--- src/rtl/alb_pkg.sv ---
package alb_pkg;

  // Field widths of the item and result beats.
  localparam int FUNC_W = 2;
  localparam int IDX_W = 10;
  localparam int VAL_W = 32;
  localparam int CNT_W = 11;
  localparam int POS_W = 10;
  localparam int PRB_W = 4;
  localparam logic [PRB_W-1:0] PROBES_MAX = 4'd15;
  localparam logic [CNT_W-1:0] COUNT_RESET = 11'd1;

  // Operation codes carried in the item's tuser.
  typedef enum logic [FUNC_W-1:0] {
    FUNC_LOAD   = 2'd0,
    FUNC_LINEAR = 2'd1,
    FUNC_BINARY = 2'd2,
    FUNC_NONE   = 2'd3
  } func_t;

  // Controller states.
  typedef enum logic [2:0] {
    ST_IDLE,
    ST_LIN,
    ST_BIN_CHK,
    ST_BIN_CMP,
    ST_DONE
  } state_t;

  // Commands from the controller to the datapath.
  typedef struct packed {
    logic load_we;
    logic start;
    logic lin_step;
    logic bin_probe;
    logic bin_narrow;
    logic res_hit_lin;
    logic res_hit_bin;
    logic res_miss;
    logic out_load;
  } cmd_t;

  // Status from the datapath to the controller.
  typedef struct packed {
    logic lin_hit;
    logic lin_more;
    logic bin_more;
    logic bin_hit;
  } status_t;

endpackage

--- src/rtl/alb_ctrl.sv ---
module alb_ctrl (
  input  logic                          clk,
  input  logic                          rst_n,
  input  logic                          in_tvalid,
  output logic                          in_tready,
  input  logic [alb_pkg::FUNC_W-1:0]    in_func,
  output logic                          out_tvalid,
  input  logic                          out_tready,
  input  alb_pkg::status_t              status,
  output alb_pkg::cmd_t                 cmd
);
  import alb_pkg::*;

  state_t state_r;
  state_t state_nxt;
  logic   out_valid_r;
  logic   out_valid_nxt;
  logic   accept;

  assign in_tready = (state_r == ST_IDLE);
  assign accept    = in_tvalid && in_tready;

  // State and output-valid registers.
  always_ff @(posedge clk) begin
    if (!rst_n) begin
      state_r     <= ST_IDLE;
      out_valid_r <= 1'b0;
    end else begin
      state_r     <= state_nxt;
      out_valid_r <= out_valid_nxt;
    end
  end

  // Next state and datapath commands.
  always_comb begin
    state_nxt     = state_r;
    cmd           = '0;
    out_valid_nxt = out_valid_r && !out_tready;
    case (state_r)
      ST_IDLE: begin
        if (accept) begin
          case (func_t'(in_func))
            FUNC_LOAD: begin
              cmd.load_we = 1'b1;
            end
            FUNC_LINEAR: begin
              cmd.start = 1'b1;
              state_nxt = ST_LIN;
            end
            FUNC_BINARY: begin
              cmd.start = 1'b1;
              state_nxt = ST_BIN_CHK;
            end
            default: begin
            end
          endcase
        end
      end
      ST_LIN: begin
        if (status.lin_hit) begin
          cmd.res_hit_lin = 1'b1;
          state_nxt       = ST_DONE;
        end else if (status.lin_more) begin
          cmd.lin_step = 1'b1;
        end else begin
          cmd.res_miss = 1'b1;
          state_nxt    = ST_DONE;
        end
      end
      ST_BIN_CHK: begin
        if (status.bin_more) begin
          cmd.bin_probe = 1'b1;
          state_nxt     = ST_BIN_CMP;
        end else begin
          cmd.res_miss = 1'b1;
          state_nxt    = ST_DONE;
        end
      end
      ST_BIN_CMP: begin
        if (status.bin_hit) begin
          cmd.res_hit_bin = 1'b1;
          state_nxt       = ST_DONE;
        end else begin
          cmd.bin_narrow = 1'b1;
          state_nxt      = ST_BIN_CHK;
        end
      end
      ST_DONE: begin
        if (!out_valid_r || out_tready) begin
          cmd.out_load  = 1'b1;
          out_valid_nxt = 1'b1;
          state_nxt     = ST_IDLE;
        end
      end
      default: begin
        state_nxt = ST_IDLE;
      end
    endcase
  end

  assign out_tvalid = out_valid_r;

endmodule

--- config.mk ---
export PLATFORM = sky130hd
export DESIGN_NAME = alb_ctrl
export DESIGN_NICKNAME = d
export VERILOG_FILES = /design/src/rtl/alb_pkg.sv /design/src/rtl/alb_ctrl.sv
export SDC_FILE = /design/constraint.sdc
export NUM_CORES = 1
export LEC_CHECK = 0
export ABC_AREA = 1
export BUFFER_PORTS_ARGS = -buffer_cell sky130_fd_sc_hd__buf_4
export CAP_MARGIN = 20
export CELL_PAD_IN_SITES_DETAIL_PLACEMENT = 2
export CELL_PAD_IN_SITES_GLOBAL_PLACEMENT = 2
export CORE_UTILIZATION = 19
export CTS_BUF_LIST = sky130_fd_sc_hd__clkbuf_4 sky130_fd_sc_hd__clkbuf_8 sky130_fd_sc_hd__clkbuf_16
export DETAILED_ROUTE_END_ITERATION = 8
export GPL_ROUTABILITY_DRIVEN = 0
export PLACE_DENSITY = 0.72
export SYNTH_ARGS = -nofsm -noshare
export SYNTH_HDL_FRONTEND = slang
export SYNTH_SLANG_ARGS = --single-unit
export TNS_END_PERCENT = 20
--- constraint.sdc ---
create_clock -name clk -period 1.6 [get_ports clk]
set_clock_uncertainty 0.1 [all_clocks]
set_input_delay 0.16 -clock clk [delete_from_list [all_inputs] [get_ports clk]]
set_output_delay 0.16 -clock clk [all_outputs]
set_load 0.05 [all_outputs]
Word level (Yosys, flattened, before mapping). Index checks and enable logic that the tools add are counted.

Flip-flop bits (word level): 4. Bits of input ports: 10. Output and inout port bits: 11. Logic and storage cells: 52.

Equality and inequality tests: 10. Multiplexer cells: 31. Reductions and logical operators: 9.

Operators with widths (number): 1-bit two-way mux (20); 3-bit two-way mux (6); 3-bit case mux with 5 select lines (1); 3-bit by 2-bit equality test with 1-bit output (second input constant) (2); 3-bit case mux with 2 select lines (1); 2-bit two-way mux (2); 4-bit AND reduction (1); 3-bit by 1-bit equality test with 1-bit output (second input constant) (1); 3-bit equality test (second input constant) (1); 3-bit zero test (1); 3-bit by 1-bit inequality test with 1-bit output (second input constant) (1); 3-bit inequality test (second input constant) (1); 2-bit by 1-bit equality test with 1-bit output (second input constant) (1); 2-bit equality test (second input constant) (1); 1-bit logical AND (2); 1-bit zero test (2); 2-bit zero test (1); 2-bit by 1-bit inequality test with 1-bit output (second input constant) (1); 2-bit inequality test (second input constant) (1); 1-bit case mux with 2 select lines (1); 2-bit OR reduction (1); 1-bit logical OR (1).

Longest topological paths before layout.
Word-level depth: 5. Mapped depth: 9. Mapped depth without buffers: 9.

Least setup slack after synthesis. OpenSTA, ideal clock, no wires.

Path kind: reg-to-output. Start: register state_r[0]. End: output cmd[7] (netlist name). Arrival time: 2.435 ns. Required time: 1.340 ns. Setup slack: -1.095 ns. Stages on the path, launching flop included: 4. Path buffers: 0. Cell sequence: dfxtp_1 > nor3_1 > nand2_1 > nor2_1.

RTL lines: start: declaration (RTL line alb_ctrl.sv:14) `state_t state_r;`; start signal: assignment (RTL line alb_ctrl.sv:29) `state_r <= state_nxt;`; end: declaration (RTL line alb_ctrl.sv:10) `output alb_pkg::cmd_t cmd`.

==> results.ini <==
[outcome]
status=complete, no violations

[final_layout]
final_cell_mix=20 x buf_4, 17 x inv_1, 9 x nor2_1, 7 x nand2_1
design_area_sq_um=651
drive_above_1_share=0.440
antennaDiodeCount=0
final_common_cell=buf_4
syn_to_final_growth_pct=63.5
nets=106

[sta]
fin_crit_sh=0.964
hold_viol=0
period_minus_slack_ns=1.54
rsz0062_at_grt=no
finalMaxSlewViolations=0
relSlewSlack=0.859
tightest_slew_ns=0.210
finalSetupTns_ns=0
setup_viol=0
max_clock_freq_ghz=0.649

[route]
drt-total-wl_microns=1370
vias=498
drc_errors=0
drtIter0Drc=0
dr.pass1.iters=1
drt.antenna.violating_nets=0
viasPerCell=4.22
wl_per_cell_microns=11.6

[critical_path]
cpMaxStageDelayCell=dfxtp_2
startpoint_type=register
cp_cell_sequence=nand3b_2, inv_2, a31o_2, buf_4
cp-end-kind=output port
worstSetupPathType=register to output port
max_stage_delay_ns=0.42
arrival_ns=1.28
crit_start=state_r[1]$_SDFFE_PN0P_
crit_required_ns=1.34
cp_max_fo=7
r2r-start=state_r[1]$_SDFFE_PN0P_

[grt]
antenna_found_initial=0
grt_overflow=0
grt_use_total=0.132
grt_pass1_wl_microns=2070
grt_pass1_vias=479
grt_max_degree=9

[logic_synthesis]
ys_seq_area_frac=0.201
synth_nets=81
synthCells=68
avgSynthCellArea_sq_um=5.85
ys_warn_count=0
synth_cell_type_count=15
ys_seq_elements=4
syn_area_sq_um=398

[worst_hold_path]
hp-class=primary input to register
hp-start=rst_n

[clocking]
cts_root_buffer=clkbuf_4
post_cts_buffers=0
clk_pin_slew_ns=0.04
clockBufferDepth=2
clock_sinks=4
cts_buffers=3
clk_latency_ns=0.23
tritoncts=built
htree_levels=1
cts_hold_buf=0

[power_and_ir_drop]
irDropWorstVdd_uv=732
power_frac_comb=0.663
sw_frac_of_total=0.559
p_leak_nw=0.360
seqPwrFrac=0.209
powerDensity_nw_per_um2=1510
p_clk_frac=0.128
p_sw_w=0.000548
power.internal_w=0.000433

[die]
die_h_microns=47.8
die_area_sq_um=2280
core.rowCount=16
fp.dieW_microns=47.8
floorplan.initialDensity=0.203
io_pins=21
core_sq_um=1960

[placed_design]
dp.final_hpwl_microns=1200
portBuffers=20
place_area_sq_um=611

[flow_run]
cap_violations=0

==> cell families (layout without fill, tap and decap cells) <==
| group | after synthesis | in the layout | share of synthesized area |
|---|---|---|---|
| AO/OA/AOI/OAI | 4 | 4 | 0.0597 |
| adder cells (fa/ha/maj) | 3 | 3 | 0.0943 |
| buffers and inverters | 19 | 42 | 0.179 |
| flip-flops | 4 | 4 | 0.201 |
| AND/OR/NAND/NOR | 38 | 38 | 0.465 |
==> registers in the layout (all words and copies together), names as in the netlist <==
register and cells:
out_tvalid 1, state_r 3
==> per-layer routing <==
metal  track usage  share of wire  vias up
li1              -              -      257
met3        0.0226          0.038        0
met1         0.153           0.43      226
met2         0.254           0.53       15
met5             0              0        -
met4        0.0167              0        0
==> worst max-delay path: cells and delay by family (launching register included) <==
kind	cells	cell delay (ns)
DFF	1	0.42
buffers and inverters	2	0.24
and+or+nand+nor	1	0.19
AOI/OAI and AO/OA	1	0.19
==> per-stage QoR <==
stage	hold slack (ns)	util	total power (W)	worst slack [ns]	std cells
floorplan	0.181	-	0.000650	-0.134	68
global route	0.0931	0.332	0.00106	0.00761	118
finish	0.0836	0.332	0.000981	0.0582	118
global placement	0.320	0.311	0.000811	0.226	115
CTS	0.0728	0.328	0.000991	0.0292	118
detailed placement	0.324	0.311	0.000836	0.164	115
==> power by group through the flow <==
stage	Clock, W	Combinational, W	Sequential, W
floorplan	0	0.000454	0.000196
global placement	0	0.000626	0.000185
detailed placement	0	0.000647	0.000189
CTS	0.000133	0.000660	0.000198
global route	0.000137	0.000709	0.000212
finish	0.000125	0.000650	0.000205
==> cell usage after synthesis, drive strengths merged <==
cell / n / area [sq um]
a21oi: 3 / 15.0
a31o: 1 / 8.76
dfxtp: 4 / 80.1
ha: 3 / 37.5
inv: 19 / 71.3
nand2: 10 / 42.5
nand3: 5 / 25.0
nand3b: 2 / 18.8
nand4: 5 / 31.3
nor2: 14 / 57.6
nor3: 2 / 10.0
==> timing repair <==
item	CTS	global route
setup endpoints to repair	4	3
resized for setup	5	2
pin swaps	0	1
hold endpoints to repair	0	0
==> layout make-up <==
type	instances	area (sq um)
fill	273	1310
timing repair buffer	20	150
clock buffer	3	22.5
sequential	4	86.3
inverter	19	71.3
multi-input combinational	45	287
tap	27	33.8
==> path summary, 6_finish.rpt <==
check	endpoint	slack, ns	cells after the start
setup / recovery	cmd[1]	0.06	4
hold / removal	state_r[0]$_SDFFE_PN0P_	0.08	3
setup reg to reg	state_r[1]$_SDFFE_PN0P_	0.34	7
hold reg to reg	out_tvalid$_SDFF_PN0_	0.47	2
(Power assumes the default switching activity.)
